[config.mk]
export PLATFORM = sky130hd
export DESIGN_NAME = integer_to_ascii_radix_unit
export DESIGN_NICKNAME = d
export VERILOG_FILES = /design/src/rtl/itoa_pkg.sv /design/src/rtl/integer_to_ascii_radix_unit.sv /design/src/rtl/itoa_ram.sv /design/src/rtl/itoa_front.sv /design/src/rtl/itoa_back.sv
export SDC_FILE = /design/constraint.sdc
export NUM_CORES = 1
export LEC_CHECK = 0
export BUFFER_PORTS_ARGS = -buffer_cell sky130_fd_sc_hd__buf_2
export CAP_MARGIN = 20
export CORE_ASPECT_RATIO = 0.75
export CORE_MARGIN = 2
export CORE_UTILIZATION = 45
export DETAILED_ROUTE_END_ITERATION = 16
export PLACE_DENSITY = 0.58
export SETUP_SLACK_MARGIN = 0.02
export SLEW_MARGIN = 20
export SYNTH_ARGS = -nofsm -noshare
export SYNTH_HDL_FRONTEND = slang
export SYNTH_SLANG_ARGS = --single-unit
[constraint.sdc]
create_clock -name clk_i -period 6.5 [get_ports clk_i]
set_input_delay 1.3 -clock clk_i [delete_from_list [all_inputs] [get_ports clk_i]]
set_output_delay 1.3 -clock clk_i [all_outputs]
set_load 0.01 [all_outputs]
[src/rtl/itoa_pkg.sv]
`timescale 1ns / 1ps
`default_nettype none

package itoa_pkg;

  localparam int unsigned RadixW     = 6;
  localparam int unsigned CharW      = 8;
  localparam logic [RadixW-1:0] RadixReset = 6'd10;
  localparam logic [RadixW-1:0] RadixMin   = 6'd2;
  localparam logic [RadixW-1:0] RadixMax   = 6'd36;
  localparam logic [RadixW-1:0] RadixDec   = 6'd10;

  localparam logic [CharW-1:0] ChZero  = 8'h30;  // '0'
  localparam logic [CharW-1:0] ChLowA  = 8'h61;  // 'a'
  localparam logic [CharW-1:0] ChMinus = 8'h2d;  // '-'
  localparam logic [CharW-1:0] ChNine  = 8'h39;  // '9'
  localparam logic [CharW-1:0] ChLowZ  = 8'h7a;  // 'z'

  // classification that travels with each queued item
  typedef struct packed {
    logic              neg;
    logic [RadixW-1:0] radix;
  } job_flags_t;

  function automatic logic [CharW-1:0] digit_char(input logic [RadixW-1:0] d);
    logic [CharW-1:0] dx;
    dx = {2'b00, d};
    if (d > 6'd9) begin
      digit_char = dx - 8'd10 + ChLowA;
    end else begin
      digit_char = dx + ChZero;
    end
  endfunction

endpackage

`default_nettype wire

[src/rtl/integer_to_ascii_radix_unit.sv]
`timescale 1ns / 1ps
`default_nettype none

// Channel   | Ports                                   | Handshake
// ----------+-----------------------------------------+---------------------------------
// item in   | start_i, value_i                        | taken when start_i && !busy_o
// radix reg | radix_we_i, radix_i                     | written when radix_we_i
// text out  | result_valid_o, text_char_o, last_char_o | one char per cycle, no backpressure
//
// The bit-serial divider works out one digit at a time, then the characters
// stream out one per cycle. A two-entry queue takes items while the divider
// works; busy_o is high when it is full. Reset sets the radix to ten and
// empties the queue and sequencer.
module integer_to_ascii_radix_unit #(
  parameter int unsigned VALUE_WIDTH = 32
) (
  input  wire logic        clk_i,
  input  wire logic        rst_ni,
  input  wire logic        start_i,
  input  wire logic [31:0] value_i,
  output logic             busy_o,
  input  wire logic        radix_we_i,
  input  wire logic [5:0]  radix_i,
  output logic             result_valid_o,
  output logic [7:0]       text_char_o,
  output logic             last_char_o
);

  logic                     job_valid;
  logic [VALUE_WIDTH-1:0]   job_mag;
  itoa_pkg::job_flags_t     job_flags;
  logic                     job_pop;

  itoa_front #(
    .VALUE_WIDTH(VALUE_WIDTH)
  ) u_front (
    .clk_i      (clk_i),
    .rst_ni     (rst_ni),
    .start_i    (start_i),
    .value_i    (value_i),
    .radix_we_i (radix_we_i),
    .radix_i    (radix_i),
    .busy_o     (busy_o),
    .job_valid_o(job_valid),
    .job_mag_o  (job_mag),
    .job_flags_o(job_flags),
    .job_pop_i  (job_pop)
  );

  itoa_back #(
    .VALUE_WIDTH(VALUE_WIDTH)
  ) u_back (
    .clk_i         (clk_i),
    .rst_ni        (rst_ni),
    .job_valid_i   (job_valid),
    .job_mag_i     (job_mag),
    .job_flags_i   (job_flags),
    .job_pop_o     (job_pop),
    .result_valid_o(result_valid_o),
    .text_char_o   (text_char_o),
    .last_char_o   (last_char_o)
  );

endmodule

`default_nettype wire

[src/rtl/itoa_ram.sv]
`timescale 1ns / 1ps
`default_nettype none

module itoa_ram #(
  parameter int unsigned Width = 8,
  parameter int unsigned Depth = 32
) (
  input  wire logic                     clk_i,
  input  wire logic                     we_i,
  input  wire logic [$clog2(Depth)-1:0] waddr_i,
  input  wire logic [Width-1:0]         wdata_i,
  input  wire logic [$clog2(Depth)-1:0] raddr_i,
  output logic      [Width-1:0]         rdata_o
);

  logic [Width-1:0] mem_q [Depth];

  always_ff @(posedge clk_i) begin
    if (we_i) begin
      mem_q[waddr_i] <= wdata_i;
    end
    rdata_o <= mem_q[raddr_i];
  end

endmodule

`default_nettype wire

[src/rtl/itoa_front.sv]
`timescale 1ns / 1ps
`default_nettype none

// Takes items, clamps the radix, works out sign and magnitude, and queues them.
module itoa_front #(
  parameter int unsigned VALUE_WIDTH = 32
) (
  input  wire logic                    clk_i,
  input  wire logic                    rst_ni,
  input  wire logic                    start_i,
  input  wire logic [31:0]             value_i,
  input  wire logic                    radix_we_i,
  input  wire logic [5:0]              radix_i,
  output logic                         busy_o,
  output logic                         job_valid_o,
  output logic [VALUE_WIDTH-1:0]       job_mag_o,
  output itoa_pkg::job_flags_t         job_flags_o,
  input  wire logic                    job_pop_i
);

  localparam int unsigned W = VALUE_WIDTH;

  logic [itoa_pkg::RadixW-1:0] radix_q;
  logic [itoa_pkg::RadixW-1:0] radix_eff;
  logic signed [63:0]          val_ext;
  logic [W-1:0]                val;
  logic [W-1:0]                mag;
  logic                        neg;
  logic                        push;

  logic [W-1:0]         mag_q   [2];
  itoa_pkg::job_flags_t flags_q [2];
  logic                 wr_ptr_q, rd_ptr_q;
  logic [1:0]           count_q;

  always_ff @(posedge clk_i or negedge rst_ni) begin
    if (!rst_ni) begin
      radix_q <= itoa_pkg::RadixReset;
    end else if (radix_we_i) begin
      radix_q <= radix_i;
    end
  end

  always_comb begin
    priority if (radix_q < itoa_pkg::RadixMin) begin
      radix_eff = itoa_pkg::RadixMin;
    end else if (radix_q > itoa_pkg::RadixMax) begin
      radix_eff = itoa_pkg::RadixMax;
    end else begin
      radix_eff = radix_q;
    end
  end

  assign val_ext = 64'(signed'(value_i));
  assign val     = val_ext[W-1:0];
  // only decimal text is signed; most negative value maps to 2^(W-1) unsigned
  assign neg     = (radix_eff == itoa_pkg::RadixDec) && val[W-1];
  assign mag     = neg ? (~val + W'(1)) : val;

  assign busy_o = (count_q == 2'd2);
  assign push   = start_i && !busy_o;

  always_ff @(posedge clk_i) begin
    if (push) begin
      mag_q[wr_ptr_q]         <= mag;
      flags_q[wr_ptr_q].neg   <= neg;
      flags_q[wr_ptr_q].radix <= radix_eff;
    end
  end

  always_ff @(posedge clk_i or negedge rst_ni) begin
    if (!rst_ni) begin
      wr_ptr_q <= 1'b0;
      rd_ptr_q <= 1'b0;
      count_q  <= 2'd0;
    end else begin
      if (push) begin
        wr_ptr_q <= ~wr_ptr_q;
      end
      if (job_pop_i) begin
        rd_ptr_q <= ~rd_ptr_q;
      end
      count_q <= count_q + {1'b0, push} - {1'b0, job_pop_i};
    end
  end

  assign job_valid_o = (count_q != 2'd0);
  assign job_mag_o   = mag_q[rd_ptr_q];
  assign job_flags_o = flags_q[rd_ptr_q];

endmodule

`default_nettype wire

[src/rtl/itoa_back.sv]
`timescale 1ns / 1ps
`default_nettype none

// Shared bit-serial divider peels off digits least significant first into a
// character stack, which is then read back out most significant first.
module itoa_back #(
  parameter int unsigned VALUE_WIDTH = 32
) (
  input  wire logic                    clk_i,
  input  wire logic                    rst_ni,
  input  wire logic                    job_valid_i,
  input  wire logic [VALUE_WIDTH-1:0]  job_mag_i,
  input  wire itoa_pkg::job_flags_t    job_flags_i,
  output logic                         job_pop_o,
  output logic                         result_valid_o,
  output logic [7:0]                   text_char_o,
  output logic                         last_char_o
);

  localparam int unsigned W  = VALUE_WIDTH;
  localparam int unsigned AW = $clog2(W);
  localparam int unsigned BW = $clog2(W);
  localparam int unsigned RW = itoa_pkg::RadixW;

  localparam logic [1:0] S_IDLE = 2'd0;
  localparam logic [1:0] S_DIV  = 2'd1;
  localparam logic [1:0] S_SIGN = 2'd2;
  localparam logic [1:0] S_EMIT = 2'd3;

  logic [1:0]    state_q, state_d;
  logic [W-1:0]  quo_q, quo_d;
  logic [RW-1:0] rem_q, rem_d;
  logic [BW-1:0] bit_q, bit_d;
  logic [AW:0]   cnt_q, cnt_d;
  logic [AW-1:0] ptr_q, ptr_d;
  logic          neg_q, neg_d;
  logic [RW-1:0] radix_q, radix_d;
  logic          pend_q, pend_d;
  logic          last_q, last_d;

  logic [RW:0]   part;
  logic          ge;
  logic [RW-1:0] rem_n;
  logic [W-1:0]  quo_n;

  logic                     we;
  logic [AW-1:0]            waddr;
  logic [itoa_pkg::CharW-1:0] wdata;
  logic [AW-1:0]            raddr;

  // one restoring division step
  assign part  = {rem_q, quo_q[W-1]};
  assign ge    = (part >= {1'b0, radix_q});
  assign rem_n = ge ? RW'(part - {1'b0, radix_q}) : part[RW-1:0];
  assign quo_n = {quo_q[W-2:0], ge};

  always_comb begin
    state_d   = state_q;
    quo_d     = quo_q;
    rem_d     = rem_q;
    bit_d     = bit_q;
    cnt_d     = cnt_q;
    ptr_d     = ptr_q;
    neg_d     = neg_q;
    radix_d   = radix_q;
    pend_d    = 1'b0;
    last_d    = last_q;
    job_pop_o = 1'b0;
    we        = 1'b0;
    waddr     = cnt_q[AW-1:0];
    wdata     = itoa_pkg::digit_char(rem_n);
    raddr     = ptr_q;
    unique case (state_q)
      S_IDLE: begin
        if (job_valid_i) begin
          job_pop_o = 1'b1;
          quo_d     = job_mag_i;
          rem_d     = '0;
          bit_d     = '0;
          cnt_d     = '0;
          neg_d     = job_flags_i.neg;
          radix_d   = job_flags_i.radix;
          state_d   = S_DIV;
        end
      end
      S_DIV: begin
        quo_d = quo_n;
        rem_d = rem_n;
        bit_d = bit_q + BW'(1);
        if (bit_q == BW'(W - 1)) begin
          // digit done; zero still yields one digit
          we    = 1'b1;
          cnt_d = cnt_q + (AW+1)'(1);
          ptr_d = cnt_q[AW-1:0];
          rem_d = '0;
          bit_d = '0;
          if (quo_n == '0) begin
            state_d = neg_q ? S_SIGN : S_EMIT;
          end
        end
      end
      S_SIGN: begin
        we      = 1'b1;
        wdata   = itoa_pkg::ChMinus;
        ptr_d   = cnt_q[AW-1:0];
        state_d = S_EMIT;
      end
      S_EMIT: begin
        pend_d = 1'b1;
        last_d = (ptr_q == '0);
        if (ptr_q == '0) begin
          state_d = S_IDLE;
        end else begin
          ptr_d = ptr_q - AW'(1);
        end
      end
      default: state_d = S_IDLE;
    endcase
  end

  always_ff @(posedge clk_i or negedge rst_ni) begin
    if (!rst_ni) begin
      state_q <= S_IDLE;
      pend_q  <= 1'b0;
      last_q  <= 1'b0;
    end else begin
      state_q <= state_d;
      pend_q  <= pend_d;
      last_q  <= last_d;
    end
  end

  always_ff @(posedge clk_i) begin
    quo_q   <= quo_d;
    rem_q   <= rem_d;
    bit_q   <= bit_d;
    cnt_q   <= cnt_d;
    ptr_q   <= ptr_d;
    neg_q   <= neg_d;
    radix_q <= radix_d;
  end

  itoa_ram #(
    .Width(itoa_pkg::CharW),
    .Depth(W)
  ) u_stack (
    .clk_i  (clk_i),
    .we_i   (we),
    .waddr_i(waddr),
    .wdata_i(wdata),
    .raddr_i(raddr),
    .rdata_o(text_char_o)
  );

  assign result_valid_o = pend_q;
  assign last_char_o    = pend_q && last_q;

endmodule

`default_nettype wire

# Word level (Yosys, flattened, before mapping)
# Memory sizes are Yosys's and may differ from the RTL's. A register that Yosys moved wholly into a read port is not among the register bits.
# Cells that the tools add are included.
# Widths: inputs -> output; s select.
totals:
  ff_bits: 68
  out_inout_bits: 11
  wordCells: 92
  n_memories: 3
  in_bits: 42
  mem_bits_rw: 334
memory_table:
  columns: ["name", "depth", "width", "read_ports", "rd_ports_with_merged_regs", "wr", "line", "source"]
  rows:
  - ["u_back.u_stack.mem_q", 32, 8, 1, 1, 1, "itoa_ram.sv:16", "logic [Width-1:0] mem_q [Depth];"]
  - ["u_front.mag_q", 2, 32, 1, 0, 1, "itoa_front.sv:31", "logic [W-1:0] mag_q [2];"]
  - ["u_front.flags_q", 2, 7, 1, 1, 1, "itoa_front.sv:32", "itoa_pkg::job_flags_t flags_q [2];"]
classes:
  n_eq_ne: 11
  n_lt_le_gt_ge: 4
  n_mux: 34
  addsub: 10
  bitwise_logic: 3
  n_reduce_logical: 15
ops:
  columns: ["operator", "count"]
  rows:
  - ["$mux 32", 2]
  - ["$pmux 32 s2", 1]
  - ["$mux 6", 6]
  - ["$add 32x1->32 const B", 1]
  - ["$logic_not 32->1", 1]
  - ["$not 32->32", 1]
  - ["$pmux 6 s2", 2]
  - ["$mux 5", 4]
  - ["$mux 8", 2]
  - ["$pmux 5 s3", 1]
  - ["$pmux 5 s2", 1]
  - ["$mux 1", 9]
  - ["$add 8x7->8 const B", 1]
  - ["$mux 2", 4]
  - ["$pmux 2 s4", 1]
  - ["$add 6x6->7 const B", 1]
  - ["$ge 7x6->1", 1]
  - ["$sub 6x4->7 const B", 1]
  - ["$add 6x1->6 const B", 1]
  - ["$eq 2x2->1 const B", 3]
  - ["$eq 6x4->1 const B", 1]
  - ["$gt 6x4->1 const B", 1]
  - ["$gt 6x6->1 const B", 1]
  - ["$lt 6x2->1 const B", 1]
  - ["other kinds (20)", 29]

# Longest topological paths before layout
depth:
  ltp_word: 6
  mapped_depth: 14
  mapped_depth_nobuf: 14

# By module
# Synthesis repeated with hierarchy kept, for this count alone.
hier_totals:
  cells_unflattened: 969
  hier_area_um2: 17692.0
by_module_without_submodules:
  columns: ["module", "n_inst", "seq_area_each_um2", "area_per_inst_um2", "cells_per_inst"]
  rows:
  - ["itoa_ram", 1, 7847.5, 10053.4, 417]
  - ["itoa_front", 1, 2595.0, 4072.7, 272]
  - ["itoa_back", 1, 1901.8, 3565.9, 280]

# Least setup slack after synthesis
# OpenSTA, ideal clock, no wires.
synth_path:
  kind: "register to register"
  startpoint: "register u_back.rem_q[3]"
  endpoint: "memory u_back.u_stack.mem_q[0][6] (data pin)"
  t_arrival_ps: 4305
  period_less_slack_ps: 4772
  setup_ps: 467
  required_ps: 6033
  stages_incl_launch_ff: 14
  setup_slack_ps: 1728
  cell_sequence: "edfxtp_1 ha_1 a21o_1 a211oi_4 o31ai_4 a21boi_0 inv_1 ha_1 nor2_1 nor3_1 o31ai_4 and2_1 nand2_1 o31ai_1"
synth_between:
  elab_chain_len: 6
synth_lines:
  columns: ["item", "line", "source"]
  rows:
  - ["start, declared", "itoa_back.sv:32", "logic [RW-1:0] rem_q, rem_d;"]
  - ["start signal, assigned", "itoa_back.sv:135", "rem_q <= rem_d;"]
  - ["$ge 7x6->1 (*)", "itoa_back.sv:53", "assign ge = (part >= {1'b0, radix_q});"]
  - ["$mux 6 (*)", "itoa_back.sv:54", "assign rem_n = ge ? RW'(part - {1'b0, radix_q}) : part[RW-1:0];"]
  - ["via u_back.rem_n[0]", "itoa_back.sv:43", "logic [RW-1:0] rem_n;"]
  - ["$sub 6x4->7", "itoa_pkg.sv:29", "digit_char = dx - 8'd10 + ChLowA;"]
  - ["$add 8x7->8", "itoa_pkg.sv:29", null]
  - ["$mux 8 (*)", "itoa_pkg.sv:28", "if (d > 6'd9) begin"]
  - ["$mux 8 (*)", "itoa_back.sv:73", "unique case (state_q)"]
  - ["via u_back.u_stack.wdata_i[6]", "itoa_ram.sv:11", "input wire logic [Width-1:0] wdata_i,"]
  - ["end, declared", "itoa_ram.sv:16", null]
# The timed path passes the listed nets; every way through them passes the cells marked *.

# Final worst setup path
layout_path:
  startpoint: "register u_back.rem_q[3]"
  endpoint: "memory u_back.u_stack.mem_q[5][7] (data pin)"
# Same word-level chain as after synthesis.

==> metrics <==
outcome=finished, final reports clean; Post CTS Setup Buffer Count=0; synth cell count leaders=edfxtp_1, mux4_2, nor2_1; post-route cell area=roughly 20000 um^2; GRT Total Usage=0.1810; total global routing overflow=0; Slew Limit Fails=0; share of cells above drive strength 1=0.2306; die area=40590 um^2; vias in the first global route=around 9000; clk slew on worst S/H paths=0.06 ns; Layout Cells excl Fill=1631; Ys Warns=0; vias after detailed routing=9027; Hold Path Class=reg -> reg; CP top delay family=compound AO/OA/AOI/OAI gates; Hold Fails Final Rpt=0; Synth Area in Adders=0.02155; Crit. Startpoint=u_back.rem_q[3]; TritonCTS clock tree=built; Slew @ Worst Pin=between 1 and 1.5 ns; Max transition margin=0.2154; Antenna diodes=0; number of max-cap violations=0; final core occ=0.5173; Avg Vias per Cell=5.535; clk_skew=0.01717 ns; worst reg-to-reg path cell count=13; CP Capture Type=flop; Reg2Reg Setup Slack=1.89 ns; total CTS buffers=42; combinational family with the most area after synthesis=multiplexers; Buf/Inv on CP=1; Post-Synth Simple-Gate Area=0.05807; Placer Congestion=0.7566; Initial Utilization=0.4577; Top Ports=53; crit path cell chain=ha_1 -> a21o_1 -> a211oi_4 -> o31ai_4 -> a21boi_0 -> inv_1 -> ha_1 -> nor2_1 -> nor3_1 -> o31ai_4 -> and2_1 -> nand2_1 -> nor2_2; Post-DP HPWL=around 22 mm; clock period minus worst slack=4.614 ns; Net Count, Synth=1087; drt first pass iters=5; Max H-tree Level=2; XOR/XNOR Fraction of Synth Area=0.02654; Crit Path Class=reg -> reg; post-synthesis sequential area ratio=0.7039; top post-synthesis cells by area=edfxtp_1, mux4_2, mux2i_1, ha_1, dfrtp_1; post-synthesis compound-gate area fraction=0.03774; mux contribution to synthesized area=0.1377; crit-path max FO=32; Async SR Flop Fraction=0.03365; Synth Cell Area=17540 um^2; FF-to-FF End=u_back.u_stack.mem_q[5][7]; Mean Syn Cell Area=17.24 um^2; DRT Wirelength=35.42 mm; Worst EP required=6.67 ns; placed insts=1551; post-synth top area share=0.6746; post-synth top area cell=edfxtp_1; Post-synth EDFFs=394; period utilisation layout=0.7098; crit-path max cell delay=around 0.86 ns; chip height=175.0 um; Final setup viols=0; row count=62; Antenna Nets Post-Route=0; Root Buffer Master=clkbuf_16; clock latency on the worst-skew pair=between 0.5 and 0.6 ns; DRC viols=0; Die W=232.0 um; CP max-delay cell=nor2_2; #FFs+latches synth=416; count leader, synth=edfxtp_1; initial antenna violation count=0; Layout Nets=1156; crit path to=u_back.u_stack.mem_q[5][7]; area grow syn2layout=13.04%; Longest Clk Path Bufs=3; ys flop type=edfxtp_1; f_max=216.8 MHz; RSZ-0062 raised after global routing=no; hold_buf cts=0; largest net degree at the start of global routing=75; worst r2r src=u_back.rem_q[3]; # clock sinks=416; Crit path arrival time=4.79 ns; TNS Setup=0 ns; unique cell type count in the Yosys netlist=about 60; Starting DRT DRC Count=861; Setup crit start kind=flop; Post-CTS Resized=0; Port Buffers=52; DP Area=18410 um^2; wire per inst=21.72 um; first-pass GRT wire length=approximately 55 mm; Crit path depth=13; core area=38320 um^2; Synth Instances=1017
## sequential cells by signal, indices dropped and copies added, names as in the netlist, 5 cells and up
name,count
u_back.bit_q,5
u_back.cnt_q,5
u_back.ptr_q,5
u_back.quo_q,32
u_back.radix_q,6
u_back.rem_q,6
u_back.u_stack.mem_q,256
u_back.u_stack.rdata_o,8
u_front.flags_q,14
u_front.mag_q,64
u_front.radix_q,6
## cell usage in the layout, fill, tap and decap left out, types with 11 or more instances in the layout
| cell type | n |
|---|---|
| dfrtp_1 | 11 |
| clkbuf_16 | 43 |
| ha_1 | 26 |
| nor2_1 | 64 |
| clkbuf_1 | 16 |
| inv_1 | 24 |
| nor3_1 | 12 |
| buf_4 | 13 |
| xor2_1 | 18 |
| nand2_1 | 65 |
| buf_2 | 52 |
| mux4_2 | 80 |
| mux2_2 | 21 |
| xnor2_1 | 32 |
| a21oi_1 | 17 |
| edfxtp_1 | 394 |
| o21ai_0 | 44 |
| mux2i_1 | 34 |
## per-layer routing
| layer | wire, um | share of wire | GRT usage | vias up |
|---|---|---|---|---|
| li1 | - | - | - | 4098 |
| met1 | 17900 | 0.51 | 0.2904 | 4647 |
| met2 | 14990 | 0.42 | 0.2532 | 233 |
| met3 | 1938 | 0.055 | 0.03362 | 49 |
| met4 | 594 | 0.017 | 0.04621 | 0 |
| met5 | 0 | 0 | 0 | - |
## metrics by stage
stage / setup slack (ns) / hold WS (ns)
after global placement: 2.022 / 0.4925
final: 1.886 / 0.5106
after floorplan: 1.728 / 0.4608
after CTS: 1.826 / 0.5127
after detailed placement: 1.845 / 0.4980
after global routing: 1.597 / 0.5309
## logic make-up (layout without fill, tap and decap cells)
group | Yosys count | in the layout
AOI/OAI and AO/OA | 99 | 99
adders and majority gates | 30 | 30
and+or+nand+nor | 217 | 217
xor gates and xnor gates | 51 | 51
muxes | 137 | 137
buffers and inverters | 67 | 169
DFF | 416 | 416
## how the worst min path moves through the flow
stage / from / to / slack (ns) / depth (start not counted)
after global routing: u_back.last_q / u_back.last_q / 0.53 / 1
final: u_front.count_q[1] / u_front.count_q[1] / 0.51 / 1
after global placement: u_back.last_q / u_back.last_q / 0.49 / 1
after detailed placement: u_back.last_q / u_back.last_q / 0.50 / 1
after CTS: u_back.last_q / u_back.last_q / 0.51 / 1
after floorplan: u_front.wr_ptr_q / u_front.wr_ptr_q / 0.46 / 1
## cell type report
| type | count | area [um^2] |
|---|---|---|
| Timing Repair Buffer | 68 | 399.1 |
| Inverter | 24 | 90.09 |
| Tap cell | 512 | 640.6 |
| Fill cell | 3116 | 18500 |
| Sequential cell | 416 | 12350 |
| Multi-Input combinational cell | 534 | 5002 |
| Clock inverter | 16 | 183.9 |
| Clock buffer | 61 | 1164 |
Power is not shown: default switching activity piles up to over one toggle a cycle in this logic, so the estimate is an artifact.
